### config.mk
export PLATFORM = sky130hd
export DESIGN_NAME = pixel_format_converter
export DESIGN_NICKNAME = d
export VERILOG_FILES = /design/src/pfc_pkg.sv /design/src/pixel_format_converter.sv
export SDC_FILE = /design/constraint.sdc
export NUM_CORES = 1
export LEC_CHECK = 0
export BUFFER_PORTS_ARGS = -buffer_cell sky130_fd_sc_hd__buf_2
export CAP_MARGIN = 5
export CORE_MARGIN = 1.5
export CORE_UTILIZATION = 56
export CTS_CLUSTER_SIZE = 28
export DETAILED_ROUTE_END_ITERATION = 10
export PLACE_DENSITY_LB_ADDON = 0.25
export SLEW_MARGIN = 20
export SYNTH_ARGS = -nofsm -noshare
export SYNTH_HDL_FRONTEND = slang
export SYNTH_SLANG_ARGS = --single-unit
### constraint.sdc
create_clock -name clk -period 3.66 [get_ports clk]
set_clock_uncertainty 0.15 [all_clocks]
set_input_delay 0.732 -clock clk [delete_from_list [all_inputs] [get_ports clk]]
set_output_delay 0.732 -clock clk [all_outputs]
set_load 0.01 [all_outputs]
### src/pfc_pkg.sv
`default_nettype none

package pfc_pkg;

	localparam int unsigned CompWidth  = 8;
	localparam int unsigned PixelWidth = 32;
	localparam int unsigned CfgWidth   = 24;
	localparam int unsigned CfgIdxWidth = 2;

	// Configuration register indexes
	localparam logic [CfgIdxWidth-1:0] REG_COMP_COUNT = 2'd0;
	localparam logic [CfgIdxWidth-1:0] REG_KEY_ENABLE = 2'd1;
	localparam logic [CfgIdxWidth-1:0] REG_KEY_COLOR  = 2'd2;
	localparam logic [CfgIdxWidth-1:0] REG_OUT_FORMAT = 2'd3;

	// Source component counts
	localparam logic [2:0] COUNT_GRAY       = 3'd1;
	localparam logic [2:0] COUNT_GRAY_ALPHA = 3'd2;
	localparam logic [2:0] COUNT_RGB        = 3'd3;
	localparam logic [2:0] COUNT_RGBA       = 3'd4;

	// Output formats
	localparam logic [2:0] FMT_RGBA8888 = 3'd0;
	localparam logic [2:0] FMT_RGB888   = 3'd1;
	localparam logic [2:0] FMT_RGB565   = 3'd2;
	localparam logic [2:0] FMT_RGBA4444 = 3'd3;
	localparam logic [2:0] FMT_RGBA5551 = 3'd4;
	localparam logic [2:0] FMT_MASK     = 3'd5;

	localparam logic [2:0]  RESET_COMP_COUNT = COUNT_RGBA;
	localparam logic [2:0]  RESET_OUT_FORMAT = FMT_RGBA8888;
	localparam logic [7:0]  CHAN_FULL        = 8'hff;
	localparam logic [23:0] MASK_RGB_WHITE   = 24'hff_ffff;

	typedef struct packed {
		logic [7:0] a;
		logic [7:0] b;
		logic [7:0] g;
		logic [7:0] r;
	} rgba_t;

	function automatic logic [PixelWidth-1:0] pack_pixel(input logic [2:0] fmt, input rgba_t p);
		logic [PixelWidth-1:0] res;
		case (fmt)
			FMT_RGB888:   res = {8'h00, p.b, p.g, p.r};
			FMT_RGB565:   res = {16'h0000, p.r[7:3], p.g[7:2], p.b[7:3]};
			FMT_RGBA4444: res = {16'h0000, p.r[7:4], p.g[7:4], p.b[7:4], p.a[7:4]};
			FMT_RGBA5551: res = {16'h0000, p.r[7:3], p.g[7:3], p.b[7:3], p.a[7]};
			FMT_MASK:     res = {~p.b, MASK_RGB_WHITE};
			default:      res = {p.a, p.b, p.g, p.r};
		endcase
		return res;
	endfunction

endpackage

`default_nettype wire

### src/pixel_format_converter.sv
`default_nettype none

// Pixel format converter. Each request on the slave stream carries one source pixel of up
// to four component bytes (comp0 in tdata[7:0] up to comp3 in tdata[31:24]); the block
// expands it to RGBA by the configured component count (gray, gray+alpha, RGB, RGBA,
// missing channels at 255, unused counts give opaque white), optionally clears alpha
// when RGB matches the color key, and packs it into the selected output format. Exactly
// one master-stream request leaves for every slave request, in order. The block takes a
// pixel every cycle: an input register and an output register sit around one short stage
// of bit selection and a 24-bit compare; a pixel passes both registers before tvalid
// rises, and throughput is one pixel per clock while the downstream side keeps tready high. Write
// configuration registers only while no pixel is in flight.
module pixel_format_converter (
	input  wire logic        clk,
	input  wire logic        arst_n,
	// configuration write port
	input  wire logic        cfg_we,
	input  wire logic [1:0]  cfg_index,
	input  wire logic [23:0] cfg_data,
	// source pixels
	input  wire logic        s_axis_tvalid,
	output logic             s_axis_tready,
	input  wire logic [31:0] s_axis_tdata,   // comp0 [7:0], comp1 [15:8], comp2 [23:16], comp3 [31:24]
	// packed pixels
	output logic             m_axis_tvalid,
	input  wire logic        m_axis_tready,
	output logic [31:0]      m_axis_tdata    // packed_pixel [31:0]
);

	// Configuration registers
	logic [2:0]  comp_count_q;
	logic        key_enable_q;
	logic [23:0] key_color_q;
	logic [2:0]  out_format_q;

	// Input register and output register
	logic        valid_s1;
	logic [31:0] comps_s1;
	logic        valid_s2;
	logic [31:0] pixel_s2;

	logic        advance_s2;
	logic        advance_s1;
	pfc_pkg::rgba_t expanded;
	pfc_pkg::rgba_t keyed;
	logic [7:0]  c0, c1, c2, c3;

	always_ff @(posedge clk or negedge arst_n) begin
		if (!arst_n) begin
			comp_count_q <= pfc_pkg::RESET_COMP_COUNT;
			key_enable_q <= 1'b0;
			key_color_q  <= '0;
			out_format_q <= pfc_pkg::RESET_OUT_FORMAT;
		end else if (cfg_we) begin
			case (cfg_index)
				pfc_pkg::REG_COMP_COUNT: comp_count_q <= cfg_data[2:0];
				pfc_pkg::REG_KEY_ENABLE: key_enable_q <= cfg_data[0];
				pfc_pkg::REG_KEY_COLOR:  key_color_q  <= cfg_data;
				pfc_pkg::REG_OUT_FORMAT: out_format_q <= cfg_data[2:0];
				default: ;
			endcase
		end
	end

	// The output register frees when empty or taken; the input register then moves on,
	// so a new pixel enters while a finished one still waits downstream.
	assign advance_s2    = !valid_s2 || m_axis_tready;
	assign advance_s1    = valid_s1 && advance_s2;
	assign s_axis_tready = !valid_s1 || advance_s2;

	always_ff @(posedge clk or negedge arst_n) begin
		if (!arst_n) begin
			valid_s1 <= 1'b0;
			valid_s2 <= 1'b0;
		end else begin
			if (s_axis_tready)
				valid_s1 <= s_axis_tvalid;
			if (advance_s2)
				valid_s2 <= valid_s1;
		end
	end

	// Payload registers: no reset needed
	always_ff @(posedge clk) begin
		if (s_axis_tready && s_axis_tvalid)
			comps_s1 <= s_axis_tdata;
		if (advance_s1)
			pixel_s2 <= pfc_pkg::pack_pixel(out_format_q, keyed);
	end

	assign c0 = comps_s1[7:0];
	assign c1 = comps_s1[15:8];
	assign c2 = comps_s1[23:16];
	assign c3 = comps_s1[31:24];

	// Expand to RGBA; channels not supplied read as full scale
	always_comb begin
		expanded = {pfc_pkg::CHAN_FULL, pfc_pkg::CHAN_FULL,
			pfc_pkg::CHAN_FULL, pfc_pkg::CHAN_FULL};
		case (comp_count_q)
			pfc_pkg::COUNT_GRAY: begin
				expanded.r = c0;
				expanded.g = c0;
				expanded.b = c0;
			end
			pfc_pkg::COUNT_GRAY_ALPHA: begin
				expanded.r = c0;
				expanded.g = c0;
				expanded.b = c0;
				expanded.a = c1;
			end
			pfc_pkg::COUNT_RGB: begin
				expanded.r = c0;
				expanded.g = c1;
				expanded.b = c2;
			end
			pfc_pkg::COUNT_RGBA: begin
				expanded.r = c0;
				expanded.g = c1;
				expanded.b = c2;
				expanded.a = c3;
			end
			default: ;
		endcase
	end

	// Color key: drop alpha to zero on an exact RGB match
	always_comb begin
		keyed = expanded;
		if (key_enable_q && ({expanded.r, expanded.g, expanded.b} == key_color_q))
			keyed.a = 8'h00;
	end

	assign m_axis_tvalid = valid_s2;
	assign m_axis_tdata  = pixel_s2;

	// An empty output register never blocks the input side
	a_ready_when_out_empty: assert property (@(posedge clk) disable iff (!arst_n)
		!valid_s2 |-> s_axis_tready)
		else $error("input stalled with empty output register");

	// A pixel in the input register reaches the output when the output register is free
	a_s1_moves_on: assert property (@(posedge clk) disable iff (!arst_n)
		(valid_s1 && !valid_s2) |=> valid_s2)
		else $error("pixel lost between input and output register");

	// With both registers full and downstream stalled, no new pixel is taken
	a_full_holds: assert property (@(posedge clk) disable iff (!arst_n)
		(valid_s1 && valid_s2 && !m_axis_tready) |-> !s_axis_tready)
		else $error("pixel accepted while pipeline is full");

endmodule

`default_nettype wire

==> results of run 1 <==
[power breakdown]
part / internal (uW) / total, uW / switching, uW
logic: 437 / 1000 / 567
registers: 1380 / 1530 / 156
clock network: 384 / 747 / 363
[final timing paths]
check	end	slack, ns
worst max-delay path	m_axis_tdata[0]	0.32
worst min-delay path	key_color_q[8]	0.26
worst max register to register	m_axis_tdata[0]	0.32
worst min register to register	m_axis_tvalid	0.34
max in group asynchronous	comp_count_q[0]	2.63
min in group clk	m_axis_tvalid	0.34
[cells in the final DEF, fill, tap and decap left out, types with 6 or more instances in the layout]
cell type,netlist,final
nand2b_1,7,7
nand2_1,25,25
mux2_1,13,13
mux2_2,37,37
dfrtp_1,32,32
inv_1,6,6
xnor2_1,8,8
o22ai_1,9,9
edfxtp_1,64,64
buf_4,2,12
clkbuf_8,0,9
a22o_1,7,7
buf_2,6,96
o21ai_0,23,23
nor2_1,34,34
or4b_1,9,9
xor2_1,13,13
a21oi_1,19,19
[per-stage QoR]
step	utilization	power [uW]	area [um2]	instances
2_1_floorplan	-	2230	5140	424
3_3_place_gp	0.648	2510	5700	610
3_5_place_dp	0.648	2540	5700	610
4_1_cts	0.672	3280	5920	626
5_1_grt	0.672	3440	5920	626
6_report	0.672	3280	5920	626
[layer usage]
layer  vias to the layer above  global-route usage  wire, um  share of wire
met5                         -                   0         0              0
met4                         0              0.0736       200          0.017
met3                        17              0.0447       858          0.071
met2                       182               0.420      5890           0.49
met1                      1854               0.352      5130           0.42
li1                       1801                   -         -              -
[flip-flops by register name, indices dropped and copies added, names as in the netlist]
signal / cells
comp_count_q: 3
comps_s1: 32
key_color_q: 24
key_enable_q: 1
m_axis_tdata: 32
m_axis_tvalid: 1
out_format_q: 3
valid_s1: 1
[cells by family after synthesis]
| kind of cell | count (synthesis) | share of synthesized area |
|---|---|---|
| compound gates | 113 | 0.174 |
| xor+xnor | 21 | 0.0358 |
| buf+inv | 36 | 0.0321 |
| flops | 97 | 0.535 |
| mux | 51 | 0.111 |
| simple gates | 106 | 0.112 |
[worst max-delay path, delay by kind of cell, from the launching register on]
kind | cells | cell delay [ns]
compound gates | 3 | 1.11
xor+xnor | 1 | 0.21
buf+inv | 1 | 0.22
flops | 1 | 0.68
simple gates | 3 | 0.74
[cells in the mapped netlist (3+ instances only)]
| cell type | instances | share of area |
|---|---|---|
| xnor2_1 | 8 | 0.014 |
| buf_1 | 6 | 0.0044 |
| a211oi_1 | 5 | 0.0073 |
| xor2_1 | 13 | 0.022 |
| inv_1 | 6 | 0.0044 |
| or4b_1 | 9 | 0.018 |
| o221ai_2 | 3 | 0.0088 |
| and2_1 | 4 | 0.0049 |
| nand2_1 | 25 | 0.018 |
| edfxtp_1 | 64 | 0.37 |
| buf_2 | 6 | 0.0058 |
| o21ai_0 | 23 | 0.022 |
| a21o_1 | 3 | 0.0044 |
| o221ai_1 | 3 | 0.0051 |
| nand2b_1 | 7 | 0.0085 |
| o22a_1 | 5 | 0.0085 |
| a21oi_1 | 19 | 0.018 |
| mux2_2 | 37 | 0.081 |
| a22oi_1 | 4 | 0.0058 |
| o221a_2 | 5 | 0.011 |
| a22o_1 | 7 | 0.012 |
| nand3b_1 | 4 | 0.0058 |
| clkbuf_1 | 14 | 0.010 |
| nor4_1 | 4 | 0.0049 |
| mux2_1 | 13 | 0.028 |
| nor2_1 | 34 | 0.025 |
| o22ai_1 | 9 | 0.011 |
| nand3_1 | 4 | 0.0039 |
| dfrtp_1 | 32 | 0.16 |
| o211ai_1 | 3 | 0.0044 |
| o31ai_1 | 4 | 0.0058 |
[area by class of cell]
| cell class | instances | share of cell area |
|---|---|---|
| inverter | 6 | 0.00380 |
| sequential | 97 | 0.464 |
| clock inverter | 7 | 0.0156 |
| timing repair buffer | 108 | 0.0964 |
| clock buffer | 9 | 0.0209 |
| multi-input combinational | 291 | 0.376 |
| tap | 108 | 0.0228 |
==> flow_summary.ini, run 1 <==
[drt]
wl_per_cell_um = 19.3
first_pass_iters = 9
drtIter0Drc = 420
routed_via_density = 6.16
num_vias = 3854
wl_um = 12100
ant_nets = 0
drcViolationCount = 5

[cts]
clkTransAtPathRegs_ns = 0.09
clock_tree.buffer_depth = 2
clock_latency_ns = 0.36
cts-buffers-inserted = 9
cts.sink_count = 97
hold_buffers = 0
h-tree-depth = 3
postCtsResizedCells = 0
cts_setup_buffers = 0
cts_tree = done
cts_root_buf = clkbuf_8

[worst_setup_path]
reg2reg_from = comp_count_q[2]
crit_fanout = 17
start_kind = flop
path_cells = or3b_1, buf_4, o221ai_2, xor2_1, nand4_1, a2111oi_4, nand3_4, a211o_1
r2r_cells = 8
cp_slowest_stage_delay_ns = 0.68
startpoint = comp_count_q[2]
cp-end-kind = flop
critPathKind = flop to flop
required_ns = 3.63
critPathArrivalTime_ns = 3.31
critPathSlowestCell = dfstp_2

[final_layout]
multi_input_area_mm2 = 0.00223
num_antenna_cells = 0
layout-drive-gt1-share = 0.347
area_growth_pct = 15.2
regArea_mm2 = 0.00275
fillers = 672
fin_nets = 576

[timing]
setup_ws_ns = 0.320
hold_viol = 0
timing.fmax_ghz = 0.299
finalSetupViolations = 0
whs_ns = 0.262
rsz0062_at_grt = no
fin_setup_tns_ns = 0
slew_headroom = 0.406
worstMarginPinSlew_ns = 0.890
period_minus_slack_ns = 3.34
min_period_over_period = 0.913
slew_violations = 0

[synth]
async_flop_share = 0.340
ys_seq_elements = 97
synth_ff_type = edfxtp_1
avgSynthCellArea_um2 = 12.1
syn_inst = 424
yosysWarningCount = 0
ys_types = 62
synth.cell_area_mm2 = 0.00514
synth_nets = 487
synth_edf_count = 64
ys_seq_area_frac = 0.535

[floorplanning]
num_io_pins = 97
die_y_um = 98.8
dieArea_mm2 = 0.00976
fp.coreArea_mm2 = 0.00881
start_util = 0.584
die_x_um = 98.8
rows = 34

[worst_hold_path]
min_path_type = input port to async pin

[grt]
grt_use_total = 0.256
overflow = 0
grt_pass1_wl_um = 19100
grt_max_degree = 34
grt_pass1_vias = 3666
grt_antenna_before_repair = 0

[power]
vdd_drop_max_v = 0.000306
p_per_area_mw_per_mm2 = 555
p_leak_uw = 0.00231

[placed_design]
place.gp.congestion = 0.986
dpl_worst_slack_ns = 0.390
io_buffers = 96
dp_hpwl_um = 8970

[status]
status = finished with violations
failed_checks = DRC

[flow_run]
maxCapViolCount = 0
Power figures use the tool's default switching activity.
==> inputs of run 2 (changes only) <==
--- a/config.mk
+++ b/config.mk
@@ -9,5 +9,5 @@
 export CAP_MARGIN = 5
 export CORE_MARGIN = 1.5
-export CORE_UTILIZATION = 56
+export CORE_UTILIZATION = 50
 export CTS_CLUSTER_SIZE = 28
 export DETAILED_ROUTE_END_ITERATION = 10
==> constraint.sdc (replaced) <==
create_clock -name clk -period 3.66 [get_ports clk]
set_clock_uncertainty 0.15 [all_clocks]
set_input_delay 0.366 -clock clk [delete_from_list [all_inputs] [get_ports clk]]
set_output_delay 0.366 -clock clk [all_outputs]
set_load 0.01 [all_outputs]
==> run 2 against run 1 <==
The run now ends clean. Clock-buffer cell count did not move. Largest cell class unchanged. Critical path depth did not move. Highest routed layer unchanged. Non-clock buffer count rose by 9. Cell count rose by 5.4%. Register-to-register slack improved by 0.05 ns. Largest power group unchanged. Wire length rose by 3.6%. Via count barely moved.
==> flow_summary.ini, run 2 (same netlist as run 1, synthesis figures left out) <==
[worst_setup_path]
critPathSlowestCell = dfstp_2
cp_slowest_stage_delay_ns = 0.68
reg2reg_slack_ns = 0.37
path_cells = or3b_1, buf_4, o221a_2, xnor2_1, nand4_1, a2111oi_4, nand3_4, a211o_1
required_ns = 3.65
start_kind = flop
cp-end-kind = flop
critPathArrivalTime_ns = 3.28
crit_buf_inv = 1
critPathKind = flop to flop
crit_fanout = 17
cpLargestDelayFamily = compound AO/OA/AOI/OAI gates

[timing]
fin_setup_tns_ns = 0
finalSetupViolations = 0
worstMarginPinSlew_ns = 0.857
period_minus_slack_ns = 3.29
slew_violations = 0
min_period_over_period = 0.899
slew_headroom = 0.429
rsz0062_at_grt = no
hold_viol = 0
setup_ws_ns = 0.370
timing.fmax_ghz = 0.304
whs_ns = 0.00902

[cts]
clock_latency_ns = 0.38
clock_tree.buffer_depth = 2
cts_root_buf = clkbuf_8
cts_tree = done
cts.sink_count = 97
cts-buffers-inserted = 9
h-tree-depth = 3
clkTransAtPathRegs_ns = 0.10

[final_layout]
fillers = 811
num_antenna_cells = 0
fin_util = 0.615
multi_input_area_mm2 = 0.00223
final_cells = 660
fin_nets = 585
layout-drive-gt1-share = 0.353
final_cell_mix = 96 x buf_2, 64 x edfxtp_1, 37 x mux2_2
final_common_cell = buf_2
regArea_mm2 = 0.00275
area_growth_pct = 17.9

[drt]
wl_per_cell_um = 19.0
routed_via_density = 5.84
drtIter0Drc = 181
drcViolationCount = 0
first_pass_iters = 4
wl_um = 12500
ant_nets = 0
num_vias = 3857

[status]
status = finished, final reports clean

[placed_design]
io_buffers = 96
dp_hpwl_um = 9380
placed_cells = 638
place.gp.congestion = 0.886
dpl_worst_slack_ns = 0.404

[floorplanning]
dieArea_mm2 = 0.0109
rows = 36
num_io_pins = 97
fp.coreArea_mm2 = 0.00986
die_y_um = 104
die_x_um = 104
start_util = 0.521

[grt]
grt_antenna_before_repair = 0
overflow = 0
grt_max_degree = 34
grt_pass1_vias = 3743
grt_pass1_wl_um = 19900
grt_use_total = 0.239

[flow_run]
maxCapViolCount = 0

[power]
vdd_drop_max_v = 0.000286
p_leak_uw = 0.00237
p_per_area_mw_per_mm2 = 557

[worst_hold_path]
min_path_type = input port to flop
[run 2: cell count changes in the layout (fill, tap and decap cells not counted), sizes merged]
cell and change:
buf +4, bufinv +1, clkinv -1, clkinvlp +1
dlygate4sd3 +5, inv -1
[run 2: final cells by class]
class | instances | area share
Multi-Input combinational cell | 291 | 0.367
Tap cell | 133 | 0.0275
Inverter | 6 | 0.00372
Sequential cell | 97 | 0.453
Clock buffer | 9 | 0.0204
Clock inverter | 7 | 0.0196
Timing Repair Buffer | 117 | 0.108
[run 2: layer usage]
layer / track usage / vias to the layer above / wire length, um
met5: 0 / - / 0
met4: 0.102 / 0 / 308
met3: 0.0370 / 23 / 726
met2: 0.385 / 161 / 6000
met1: 0.322 / 1848 / 5480
li1: - / 1825 / -
[run 2: worst paths after layout]
kind | startpoint | endpoint | cells past startpoint
worst max-delay path | comp_count_q[2] | m_axis_tdata[0] | 8
worst min-delay path | s_axis_tdata[25] | comps_s1[25] | 1
worst max register to register | comp_count_q[2] | m_axis_tdata[0] | 8
worst min register to register | valid_s1 | m_axis_tvalid | 1
max in group asynchronous | arst_n | key_color_q[4] | 2
min in group asynchronous | arst_n | comp_count_q[0] | 2
[run 2: what timing repair did]
action,CTS,global route
setup buffers,0,0
hold endpoints to repair,32,4
gates resized for setup,0,0
hold buffers,1,4
[run 2: power by group]
group	switching [uW]	internal, uW
Sequential	147	1380
Combinational	565	452
Clock	381	453
Total	1090	2280
[run 2: metrics by stage]
step           area [um2]  power [uW]
5_1_grt              6060        3550
3_5_place_dp         5760        2550
6_report             6060        3380
4_1_cts              6010        3370
2_1_floorplan        5140        2230
3_3_place_gp         5760        2540
[run 2: worst register-to-register path: stages, from the launching register on]
cell,delay (ns)
dfstp_2,0.68
or3b_1,0.52
buf_4,0.21
o221a_2,0.33
xnor2_1,0.18
nand4_1,0.17
a2111oi_4,0.33
nand3_4,0.20
a211o_1,0.30
